File: src/design/cls_pkg.sv
// Shared constants and types for the current loop input scaler.
package cls_pkg;

    localparam int SAMPLE_W      = 10;
    localparam int ENG_W         = 16;
    localparam int NUM_CH        = 3;
    localparam int NUM_STAGES    = 6;
    localparam int ADDR_W        = 5;
    localparam int DATA_W        = 32;
    localparam int AVG_DEPTH_DEF = 4;

    localparam logic [SAMPLE_W-1:0] CNT_4MA  = 10'd205;
    localparam logic [SAMPLE_W-1:0] CNT_20MA = 10'd1000;
    localparam int                  SPAN_DIV = 795;

    typedef enum logic [2:0] {
        REG_LOW_CH1  = 3'd0,
        REG_HIGH_CH1 = 3'd1,
        REG_LOW_CH2  = 3'd2,
        REG_HIGH_CH2 = 3'd3,
        REG_LOW_CH3  = 3'd4,
        REG_HIGH_CH3 = 3'd5
    } reg_idx_t;

    typedef struct packed {
        logic ld_in;
        logic ld_avg;
        logic ld_mul;
        logic ld_part;
        logic ld_quot;
        logic ld_out;
        logic drop_oldest;
        logic use_avg;
    } pipe_ctrl_t;

endpackage

File: src/design/cls_regs.sv
// Register file for the scaling end points, written and read over the APB port.
module cls_regs
(
    input  logic                                        clk,
    input  logic                                        rst_n,
    input  logic                                        psel,
    input  logic                                        penable,
    input  logic                                        pwrite,
    input  logic [cls_pkg::ADDR_W-1:0]                  paddr,
    input  logic [cls_pkg::DATA_W-1:0]                  pwdata,
    output logic [cls_pkg::DATA_W-1:0]                  prdata,
    output logic                                        pready,
    output logic [cls_pkg::NUM_CH-1:0][cls_pkg::ENG_W-1:0] scale_low,
    output logic [cls_pkg::NUM_CH-1:0][cls_pkg::ENG_W-1:0] scale_high
);

    logic [5:0][cls_pkg::ENG_W-1:0] scale_reg;
    cls_pkg::reg_idx_t              reg_idx;
    logic                           wr_en;
    logic [cls_pkg::ENG_W-1:0]      rd_val;
    logic                           rd_hit;

    assign reg_idx = cls_pkg::reg_idx_t'(paddr[4:2]);
    assign wr_en   = psel && penable && pwrite;
    assign pready  = 1'b1;

    always_ff @(posedge clk or negedge rst_n)
    begin
        if (!rst_n)
        begin
            scale_reg <= '0;
        end
        else if (wr_en)
        begin
            unique case (reg_idx)
                cls_pkg::REG_LOW_CH1:  scale_reg[cls_pkg::REG_LOW_CH1]  <= pwdata[15:0];
                cls_pkg::REG_HIGH_CH1: scale_reg[cls_pkg::REG_HIGH_CH1] <= pwdata[15:0];
                cls_pkg::REG_LOW_CH2:  scale_reg[cls_pkg::REG_LOW_CH2]  <= pwdata[15:0];
                cls_pkg::REG_HIGH_CH2: scale_reg[cls_pkg::REG_HIGH_CH2] <= pwdata[15:0];
                cls_pkg::REG_LOW_CH3:  scale_reg[cls_pkg::REG_LOW_CH3]  <= pwdata[15:0];
                cls_pkg::REG_HIGH_CH3: scale_reg[cls_pkg::REG_HIGH_CH3] <= pwdata[15:0];
                default:
                begin
                end
            endcase
        end
    end

    always_comb
    begin
        rd_val = '0;
        rd_hit = 1'b1;
        unique case (reg_idx)
            cls_pkg::REG_LOW_CH1:  rd_val = scale_reg[cls_pkg::REG_LOW_CH1];
            cls_pkg::REG_HIGH_CH1: rd_val = scale_reg[cls_pkg::REG_HIGH_CH1];
            cls_pkg::REG_LOW_CH2:  rd_val = scale_reg[cls_pkg::REG_LOW_CH2];
            cls_pkg::REG_HIGH_CH2: rd_val = scale_reg[cls_pkg::REG_HIGH_CH2];
            cls_pkg::REG_LOW_CH3:  rd_val = scale_reg[cls_pkg::REG_LOW_CH3];
            cls_pkg::REG_HIGH_CH3: rd_val = scale_reg[cls_pkg::REG_HIGH_CH3];
            default:               rd_hit = 1'b0;
        endcase
        prdata = rd_hit ? {{(cls_pkg::DATA_W - cls_pkg::ENG_W){rd_val[cls_pkg::ENG_W-1]}}, rd_val}
                        : '0;
    end

    assign scale_low[0]  = scale_reg[cls_pkg::REG_LOW_CH1];
    assign scale_high[0] = scale_reg[cls_pkg::REG_HIGH_CH1];
    assign scale_low[1]  = scale_reg[cls_pkg::REG_LOW_CH2];
    assign scale_high[1] = scale_reg[cls_pkg::REG_HIGH_CH2];
    assign scale_low[2]  = scale_reg[cls_pkg::REG_LOW_CH3];
    assign scale_high[2] = scale_reg[cls_pkg::REG_HIGH_CH3];

endmodule

File: src/design/cls_avg.sv
// Sample history, running sum and averaging divider for one channel.
module cls_avg
#(
    parameter int AVG_DEPTH = cls_pkg::AVG_DEPTH_DEF
)
(
    input  logic                          clk,
    input  logic                          rst_n,
    input  cls_pkg::pipe_ctrl_t           ctrl,
    input  logic [cls_pkg::SAMPLE_W-1:0]  sample,
    output logic [cls_pkg::SAMPLE_W-1:0]  avg
);

    localparam int  LOG_D    = $clog2(AVG_DEPTH);
    localparam int  SUM_W    = cls_pkg::SAMPLE_W + LOG_D;
    localparam int  RECIP_SH = SUM_W + LOG_D;
    localparam int  RECIP_W  = RECIP_SH;
    localparam int  PROD_W   = SUM_W + RECIP_W;
    localparam longint RECIP_L = ((64'd1 << RECIP_SH) + AVG_DEPTH - 1) / AVG_DEPTH;
    localparam logic [RECIP_W-1:0] RECIP = RECIP_W'(RECIP_L);

    logic [AVG_DEPTH-1:0][cls_pkg::SAMPLE_W-1:0] ring_reg;
    logic [SUM_W-1:0]                            sum_reg;
    logic [SUM_W-1:0]                            sum_next;
    logic [SUM_W-1:0]                            a_sum_reg;
    logic [cls_pkg::SAMPLE_W-1:0]                a_raw_reg;
    logic                                        a_use_avg_reg;
    logic [PROD_W-1:0]                           quot_full;
    logic [cls_pkg::SAMPLE_W-1:0]                avg_next;
    logic [cls_pkg::SAMPLE_W-1:0]                avg_reg;

    // The oldest sample only leaves the sum once every slot holds a real sample.
    assign sum_next = sum_reg + SUM_W'(sample)
                    - (ctrl.drop_oldest ? SUM_W'(ring_reg[AVG_DEPTH-1]) : SUM_W'(0));

    always_ff @(posedge clk or negedge rst_n)
    begin
        if (!rst_n)
        begin
            sum_reg <= '0;
        end
        else if (ctrl.ld_in)
        begin
            sum_reg <= sum_next;
        end
    end

    always_ff @(posedge clk)
    begin
        if (ctrl.ld_in)
        begin
            ring_reg      <= {ring_reg[AVG_DEPTH-2:0], sample};
            a_sum_reg     <= sum_next;
            a_raw_reg     <= sample;
            a_use_avg_reg <= ctrl.use_avg;
        end
    end

    // Division by the depth as a multiplication by its rounded-up reciprocal.
    assign quot_full = PROD_W'(a_sum_reg) * PROD_W'(RECIP);
    assign avg_next  = a_use_avg_reg ? quot_full[RECIP_SH +: cls_pkg::SAMPLE_W] : a_raw_reg;

    always_ff @(posedge clk)
    begin
        if (ctrl.ld_avg)
        begin
            avg_reg <= avg_next;
        end
    end

    assign avg = avg_reg;

endmodule

File: src/design/cls_scale.sv
// Clamping and linear scaling of one averaged count to engineering units.
module cls_scale
(
    input  logic                                 clk,
    input  cls_pkg::pipe_ctrl_t                  ctrl,
    input  logic [cls_pkg::SAMPLE_W-1:0]         avg_in,
    input  logic [cls_pkg::ENG_W-1:0]            scale_low,
    input  logic [cls_pkg::ENG_W-1:0]            scale_high,
    output logic [cls_pkg::SAMPLE_W-1:0]         avg_out,
    output logic [cls_pkg::ENG_W-1:0]            eng
);

    localparam int MAG_W   = cls_pkg::SAMPLE_W + cls_pkg::ENG_W;
    localparam int SPLIT   = MAG_W / 2;
    localparam int DIV_LOG = $clog2(cls_pkg::SPAN_DIV);
    localparam int DIV_SH  = MAG_W + DIV_LOG;
    localparam int RECIP_W = MAG_W + 1;
    localparam int PP_W    = (MAG_W - SPLIT) + RECIP_W;
    localparam int TOT_W   = MAG_W + RECIP_W;
    localparam longint RECIP_L = ((64'd1 << DIV_SH) + cls_pkg::SPAN_DIV - 1) / cls_pkg::SPAN_DIV;
    localparam logic [RECIP_W-1:0] RECIP = RECIP_W'(RECIP_L);
    localparam int EXT_W = cls_pkg::ENG_W + 1;

    // Span and offset stage.
    logic [EXT_W-1:0]              low_x;
    logic [EXT_W-1:0]              high_x;
    logic [EXT_W-1:0]              diff_hl;
    logic [EXT_W-1:0]              diff_lh;
    logic                          span_neg;
    logic [cls_pkg::ENG_W-1:0]     span_abs;
    logic [cls_pkg::SAMPLE_W-1:0]  cnt_off;
    logic                          clamp_lo;
    logic                          clamp_hi;

    logic [MAG_W-1:0]              c_mag_reg;
    logic [cls_pkg::ENG_W-1:0]     c_base_reg;
    logic                          c_clamp_reg;
    logic                          c_neg_reg;
    logic [cls_pkg::SAMPLE_W-1:0]  c_avg_reg;

    logic [PP_W-1:0]               d_pp_lo_reg;
    logic [PP_W-1:0]               d_pp_hi_reg;
    logic [cls_pkg::ENG_W-1:0]     d_base_reg;
    logic                          d_clamp_reg;
    logic                          d_neg_reg;
    logic [cls_pkg::SAMPLE_W-1:0]  d_avg_reg;

    logic [TOT_W-1:0]              total;
    logic [cls_pkg::ENG_W-1:0]     e_quot_reg;
    logic [cls_pkg::ENG_W-1:0]     e_base_reg;
    logic                          e_clamp_reg;
    logic                          e_neg_reg;
    logic [cls_pkg::SAMPLE_W-1:0]  e_avg_reg;

    logic [EXT_W-1:0]              quot_s;
    logic [EXT_W-1:0]              eng_sum;
    logic [cls_pkg::ENG_W-1:0]     eng_next;
    logic [cls_pkg::ENG_W-1:0]     eng_reg;
    logic [cls_pkg::SAMPLE_W-1:0]  avg_reg;

    assign low_x    = {scale_low[cls_pkg::ENG_W-1], scale_low};
    assign high_x   = {scale_high[cls_pkg::ENG_W-1], scale_high};
    assign diff_hl  = high_x - low_x;
    assign diff_lh  = low_x - high_x;
    assign span_neg = diff_hl[EXT_W-1];
    assign span_abs = span_neg ? diff_lh[cls_pkg::ENG_W-1:0] : diff_hl[cls_pkg::ENG_W-1:0];
    assign cnt_off  = avg_in - cls_pkg::CNT_4MA;
    assign clamp_lo = (avg_in <= cls_pkg::CNT_4MA);
    assign clamp_hi = (avg_in >= cls_pkg::CNT_20MA);

    always_ff @(posedge clk)
    begin
        if (ctrl.ld_mul)
        begin
            c_mag_reg   <= MAG_W'(cnt_off) * MAG_W'(span_abs);
            c_base_reg  <= clamp_hi ? scale_high : scale_low;
            c_clamp_reg <= clamp_lo || clamp_hi;
            c_neg_reg   <= span_neg;
            c_avg_reg   <= avg_in;
        end
    end

    // The divide by the span of counts is a reciprocal multiply, split in two halves.
    always_ff @(posedge clk)
    begin
        if (ctrl.ld_part)
        begin
            d_pp_lo_reg <= PP_W'(c_mag_reg[SPLIT-1:0]) * PP_W'(RECIP);
            d_pp_hi_reg <= PP_W'(c_mag_reg[MAG_W-1:SPLIT]) * PP_W'(RECIP);
            d_base_reg  <= c_base_reg;
            d_clamp_reg <= c_clamp_reg;
            d_neg_reg   <= c_neg_reg;
            d_avg_reg   <= c_avg_reg;
        end
    end

    assign total = (TOT_W'(d_pp_hi_reg) << SPLIT) + TOT_W'(d_pp_lo_reg);

    always_ff @(posedge clk)
    begin
        if (ctrl.ld_quot)
        begin
            e_quot_reg  <= total[DIV_SH +: cls_pkg::ENG_W];
            e_base_reg  <= d_base_reg;
            e_clamp_reg <= d_clamp_reg;
            e_neg_reg   <= d_neg_reg;
            e_avg_reg   <= d_avg_reg;
        end
    end

    // The magnitude was divided, so applying the sign afterwards truncates toward zero.
    assign quot_s   = e_neg_reg ? (EXT_W'(0) - EXT_W'(e_quot_reg)) : EXT_W'(e_quot_reg);
    assign eng_sum  = {e_base_reg[cls_pkg::ENG_W-1], e_base_reg} + quot_s;
    assign eng_next = e_clamp_reg ? e_base_reg : eng_sum[cls_pkg::ENG_W-1:0];

    always_ff @(posedge clk)
    begin
        if (ctrl.ld_out)
        begin
            eng_reg <= eng_next;
            avg_reg <= e_avg_reg;
        end
    end

    assign eng     = eng_reg;
    assign avg_out = avg_reg;

endmodule

File: src/design/current_loop_input_scaler_core.sv
// Top level of the three-channel 4-20 mA input scaler.
// Each request carries one converter count per channel and produces exactly one result
// holding the averaged count and the scaled engineering value of every channel. A new
// request can be taken every clock cycle unless sample_stall is high. Between a request
// and its result lie the six register stages of the pipeline: history and running sum,
// the averaging divide, the span multiply, the two partial products of the reciprocal
// multiply that divides by 795, their sum, and the final offset and clamp. While results
// are stalled, requests are still taken until all six stages hold an item. The end points
// must be written over the APB port only while no request is in flight; the block itself
// does not enforce this.
module current_loop_input_scaler_core
#(
    parameter int AVG_DEPTH = cls_pkg::AVG_DEPTH_DEF
)
(
    input  logic                                clk,
    input  logic                                rst_n,
    input  logic                                psel,
    input  logic                                penable,
    input  logic                                pwrite,
    input  logic [cls_pkg::ADDR_W-1:0]          paddr,
    input  logic [cls_pkg::DATA_W-1:0]          pwdata,
    output logic [cls_pkg::DATA_W-1:0]          prdata,
    output logic                                pready,
    input  logic                                sample_valid,
    output logic                                sample_stall,
    input  logic [cls_pkg::SAMPLE_W-1:0]        sample_ch1,
    input  logic [cls_pkg::SAMPLE_W-1:0]        sample_ch2,
    input  logic [cls_pkg::SAMPLE_W-1:0]        sample_ch3,
    output logic                                result_valid,
    input  logic                                result_stall,
    output logic [cls_pkg::SAMPLE_W-1:0]        avg_ch1,
    output logic [cls_pkg::SAMPLE_W-1:0]        avg_ch2,
    output logic [cls_pkg::SAMPLE_W-1:0]        avg_ch3,
    output logic [cls_pkg::ENG_W-1:0]           eng_ch1,
    output logic [cls_pkg::ENG_W-1:0]           eng_ch2,
    output logic [cls_pkg::ENG_W-1:0]           eng_ch3
);

    localparam int SLOT_W = $clog2(AVG_DEPTH);
    localparam int NS     = cls_pkg::NUM_STAGES;

    logic [SLOT_W-1:0]                                slot_reg;
    logic [SLOT_W-1:0]                                slot_next;
    logic                                             filled_reg;
    logic                                             filled_next;
    logic                                             slot_wrap;
    logic [NS-1:0]                                    v_reg;
    logic [NS-1:0]                                    v_next;
    logic [NS-1:0]                                    free;
    logic [NS-1:0]                                    src_valid;
    logic                                             accept;
    cls_pkg::pipe_ctrl_t                              ctrl;

    logic [cls_pkg::NUM_CH-1:0][cls_pkg::ENG_W-1:0]    scale_low;
    logic [cls_pkg::NUM_CH-1:0][cls_pkg::ENG_W-1:0]    scale_high;
    logic [cls_pkg::NUM_CH-1:0][cls_pkg::SAMPLE_W-1:0] sample_w;
    logic [cls_pkg::NUM_CH-1:0][cls_pkg::SAMPLE_W-1:0] avg_mid;
    logic [cls_pkg::NUM_CH-1:0][cls_pkg::SAMPLE_W-1:0] avg_w;
    logic [cls_pkg::NUM_CH-1:0][cls_pkg::ENG_W-1:0]    eng_w;

    cls_regs u_regs
    (
        .clk        (clk),
        .rst_n      (rst_n),
        .psel       (psel),
        .penable    (penable),
        .pwrite     (pwrite),
        .paddr      (paddr),
        .pwdata     (pwdata),
        .prdata     (prdata),
        .pready     (pready),
        .scale_low  (scale_low),
        .scale_high (scale_high)
    );

    // A stage can load when it is empty or its content moves on in the same cycle.
    always_comb
    begin
        src_valid = {v_reg[NS-2:0], sample_valid};
        free[NS-1] = !v_reg[NS-1] || !result_stall;
        for (int i = NS - 2; i >= 0; i--)
        begin
            free[i] = !v_reg[i] || free[i+1];
        end
        for (int i = 0; i < NS; i++)
        begin
            v_next[i] = free[i] ? src_valid[i] : v_reg[i];
        end
    end

    assign accept       = sample_valid && free[0];
    assign sample_stall = !free[0];
    assign result_valid = v_reg[NS-1];

    assign slot_wrap   = (slot_reg == SLOT_W'(AVG_DEPTH - 1));
    assign slot_next   = slot_wrap ? '0 : slot_reg + SLOT_W'(1);
    assign filled_next = filled_reg || slot_wrap;

    always_comb
    begin
        ctrl.ld_in       = accept;
        ctrl.ld_avg      = src_valid[1] && free[1];
        ctrl.ld_mul      = src_valid[2] && free[2];
        ctrl.ld_part     = src_valid[3] && free[3];
        ctrl.ld_quot     = src_valid[4] && free[4];
        ctrl.ld_out      = src_valid[5] && free[5];
        ctrl.drop_oldest = filled_reg;
        ctrl.use_avg     = filled_next;
    end

    always_ff @(posedge clk or negedge rst_n)
    begin
        if (!rst_n)
        begin
            v_reg      <= '0;
            slot_reg   <= '0;
            filled_reg <= 1'b0;
        end
        else
        begin
            v_reg <= v_next;
            if (accept)
            begin
                slot_reg   <= slot_next;
                filled_reg <= filled_next;
            end
        end
    end

    assign sample_w[0] = sample_ch1;
    assign sample_w[1] = sample_ch2;
    assign sample_w[2] = sample_ch3;

    for (genvar ch = 0; ch < cls_pkg::NUM_CH; ch++)
    begin : g_ch
        cls_avg #(.AVG_DEPTH(AVG_DEPTH)) u_avg
        (
            .clk    (clk),
            .rst_n  (rst_n),
            .ctrl   (ctrl),
            .sample (sample_w[ch]),
            .avg    (avg_mid[ch])
        );

        cls_scale u_scale
        (
            .clk        (clk),
            .ctrl       (ctrl),
            .avg_in     (avg_mid[ch]),
            .scale_low  (scale_low[ch]),
            .scale_high (scale_high[ch]),
            .avg_out    (avg_w[ch]),
            .eng        (eng_w[ch])
        );
    end

    assign avg_ch1 = avg_w[0];
    assign avg_ch2 = avg_w[1];
    assign avg_ch3 = avg_w[2];
    assign eng_ch1 = eng_w[0];
    assign eng_ch2 = eng_w[1];
    assign eng_ch3 = eng_w[2];

    a_stall_only_when_full: assert property (@(posedge clk) disable iff (!rst_n)
        sample_stall |-> (&v_reg))
        else $error("Request stalled while a pipeline stage was empty.");

    a_slot_in_range: assert property (@(posedge clk) disable iff (!rst_n)
        slot_reg <= SLOT_W'(AVG_DEPTH - 1))
        else $error("Write slot beyond the history depth.");

    a_fill_on_wrap: assert property (@(posedge clk) disable iff (!rst_n)
        (filled_reg && !$past(filled_reg)) |-> (slot_reg == '0))
        else $error("History marked full without the write slot wrapping.");

    a_load_gives_result: assert property (@(posedge clk) disable iff (!rst_n)
        ctrl.ld_out |=> result_valid)
        else $error("Output stage loaded but no result shown.");

endmodule

File: config.mk
export PLATFORM = sky130hd
export DESIGN_NAME = current_loop_input_scaler_core
export DESIGN_NICKNAME = d
export VERILOG_FILES = /design/src/design/cls_pkg.sv /design/src/design/cls_regs.sv /design/src/design/cls_avg.sv /design/src/design/cls_scale.sv /design/src/design/current_loop_input_scaler_core.sv
export SDC_FILE = /design/constraint.sdc
export NUM_CORES = 2
export LEC_CHECK = 0
export ABC_CLOCK_PERIOD_IN_PS = 21100
export BUFFER_PORTS_ARGS = -buffer_cell sky130_fd_sc_hd__buf_2
export CORE_MARGIN = 5
export CORE_UTILIZATION = 30
export CTS_CLUSTER_SIZE = 30
export DETAILED_ROUTE_END_ITERATION = 6
export PLACE_DENSITY = 0.42
export SETUP_SLACK_MARGIN = 0.4
export SYNTH_ARGS = -nofsm -noshare
export SYNTH_HDL_FRONTEND = slang
export SYNTH_SLANG_ARGS = --single-unit
File: constraint.sdc
create_clock -name clk -period 21.1 [get_ports clk]
set_clock_uncertainty 0.05 [all_clocks]
set_input_delay 1.055 -clock clk [delete_from_list [all_inputs] [get_ports clk]]
set_output_delay 1.055 -clock clk [all_outputs]
set_load 0.005 [all_outputs]
==> run metrics <==
CTS tree built; Finished Cell Area approximately 100000 um2; Slew @ Worst Pin about 1.3 ns; Yosys top cell by area edfxtp_1; DRC 0; Crit Path Max Fanout 12; critical path class reg -> reg; Post-DP HPWL 195000 um; required time of the critical path 21.60 ns; placed insts around 12000; CP max stage cell xnor2_1; area grow syn2layout 10.9%; Fill cells 30700; largest net degree at the start of global routing 111; vias in the first global route roughly 63000; area of the multi-input gates 55500 um2; number of maximum-capacitance violations 0; Tcrit/Tclk final 46.0%; Crit path top cell by count fa_1; Starting Density 30.1%; Die X 560 um; # hold bufs at CTS 1; clk slew on worst S/H paths 0.06 ns; flop-to-flop setup slack 11.39 ns; clk buf depth 4; Achievable Freq a little over 100 MHz; Register Area 28400 um2; Setup Total Neg Slack 0 ns; clock sinks 970; Setup Viol. Count Final 0; ranking of synthesized cells by area edfxtp_1 27%, fa_1 23%, ha_1 15%; final setup margin around 11 ns; DR iter-0 viols 3074; first-pass GRT wire length between 300000 and 400000 um; io pins 187; most frequent cells in the layout 1719 x inv_1, 1105 x ha_1, 1047 x fa_1; Crit path largest cell delay ~0.77 ns; sequential share of the synthesized area 31.3%; number of synthesized register bits 970; post-synthesis cell count 8389; CTS Root Cell clkbuf_16; DIE AREA 314000 um2; Layout Nets 10800; status finished clean; Final Hold Viols 0; RSZ-0062 raised after global routing no; total CTS buffers 125; placed inst area ~97000 um2; Tmin final 9.71 ns; Main synth FF type edfxtp_1; Slew Viols, Final 0; Port-buffer cells around 170; All-Layer GR Usage 15.2%; most common cell after layout, fill and taps aside inv_1; dpl ws 11.22 ns; Post-Syn Area 90900 um2; GR Overflow Total 0; share of cells above drive strength 1 6.51%; Worst setup SP type register; Clock Latency Late Sink around 0.90 ns; setup bufs post-CTS 0; synthesized net count 10600; Die Ht 560 um; Slew HR between 10% and 20%; Finished Layout Cells 12700; Arr. time, crit path 10.21 ns; final WL 238000 um; Pre-antenna DRT Iters 6; H-tree depth 3; initial antenna violation count 33; max reg flops 114; routed vias between 50000 and 60000; Via-to-Cell Ratio between 4 and 5; FFs w/ async S/R, synth 14.5%; post-synth cell types 86; top cell type's share of synthesized area a little over a quarter; YS warnings 0; Detail Route Antenna Nets 0; Placer Congestion ~0.86; post-CTS resize count 0; Routed WL per cell 18.7 um; mean post-synth cell area 10.8 um2; FP Rows 202; EDFF count, synth 829; Worst Setup End Kind register; Worst Hold Class in -> reg; Core Box Area 302000 um2
## stage by stage
stage | util (%) | hold slack, ns
after detailed placement | 32.0 | 0.355
after global placement | 32.0 | 0.351
after floorplan | - | 0.350
final | 33.4 | 0.303
after global routing | 33.4 | 0.236
after CTS | 33.3 | 0.203
## path summary, 6_finish.rpt
kind	cells past startpoint	to	startpoint
max	33	g_ch[1].u_scale.c_mag_reg[23]$_DFFE_PP_	u_regs.scale_high[16]$_DFFE_PN0P_
min	1	g_ch[1].u_avg.ring_reg[9]$_DFFE_PP_	sample_ch2[9]
max reg2reg	33	g_ch[1].u_scale.c_mag_reg[23]$_DFFE_PP_	u_regs.scale_high[16]$_DFFE_PN0P_
min reg2reg	0	g_ch[2].u_scale.e_base_reg[5]$_DFFE_PP_	g_ch[2].u_scale.d_base_reg[5]$_DFFE_PP_
max in group asynchronous	4	u_regs.scale_low[23]$_DFFE_PN0P_	rst_n
min in group asynchronous	2	g_ch[2].u_avg.sum_reg[7]$_DFFE_PN0P_	rst_n
## per-layer routing
| metal | vias up | wire length (um) | track usage [%] |
|---|---|---|---|
| li1 | 28200 | - | - |
| met1 | 29200 | 112000 | 21.0 |
| met2 | 773 | 111000 | 25.0 |
| met3 | 262 | 7400 | 1.82 |
| met4 | 12 | 7320 | 4.51 |
| met5 | - | 81 | 0 |
## synthesized netlist by cell type, types with 29 or more instances
cell type / count
edfxtp_1: 829
or2_2: 43
clkbuf_1: 105
inv_1: 1719
a21o_1: 183
xnor2_1: 322
mux2_2: 47
dfrtp_1: 141
and3_1: 31
ha_1: 1105
nor2_1: 434
nor3_1: 78
o21ai_0: 393
o21bai_1: 55
nor2b_1: 49
xor2_1: 130
nand4_1: 36
and2_1: 74
o21a_1: 40
nand3_1: 76
nand2_1: 507
fa_1: 1047
mux2i_1: 42
a31oi_1: 29
nand2b_1: 149
a211oi_1: 30
a21oi_1: 299
## area by class of cell
class	count	area share, %
diodes	14	0.0347
clock buffers	152	3.31
clock inverters	77	0.700
inverters	1722	6.42
multi-input cells	5568	55.1
flip-flops and latches	970	28.2
well taps	3978	4.94
repair buffers	233	1.34
## logic make-up (layout without fill, tap and decap cells)
group	count (synthesis)	in the layout	share of synthesized area, %
DFF	970	970	31.3
other	1	15	0.00413
and+or+nand+nor	1570	1570	8.10
AOI/OAI and AO/OA	1292	1292	9.02
adders and majority gates	2152	2152	38.3
xor gates and xnor gates	460	460	4.50
muxes	93	93	1.11
buffers and inverters	1851	2184	7.74
## critical path, delay by kind of cell, from the launching register on
kind / cells / cell delay [ns]
AOI/OAI and AO/OA: 13 / 3.17
xor gates and xnor gates: 2 / 0.92
adders and majority gates: 8 / 3.43
buffers and inverters: 6 / 0.64
DFF: 1 / 0.39
muxes: 1 / 0.19
and+or+nand+nor: 3 / 0.62
Power is left out: the tool's default activity adds up to more than one toggle a clock period on the data nets, which glitch-free logic cannot reach.
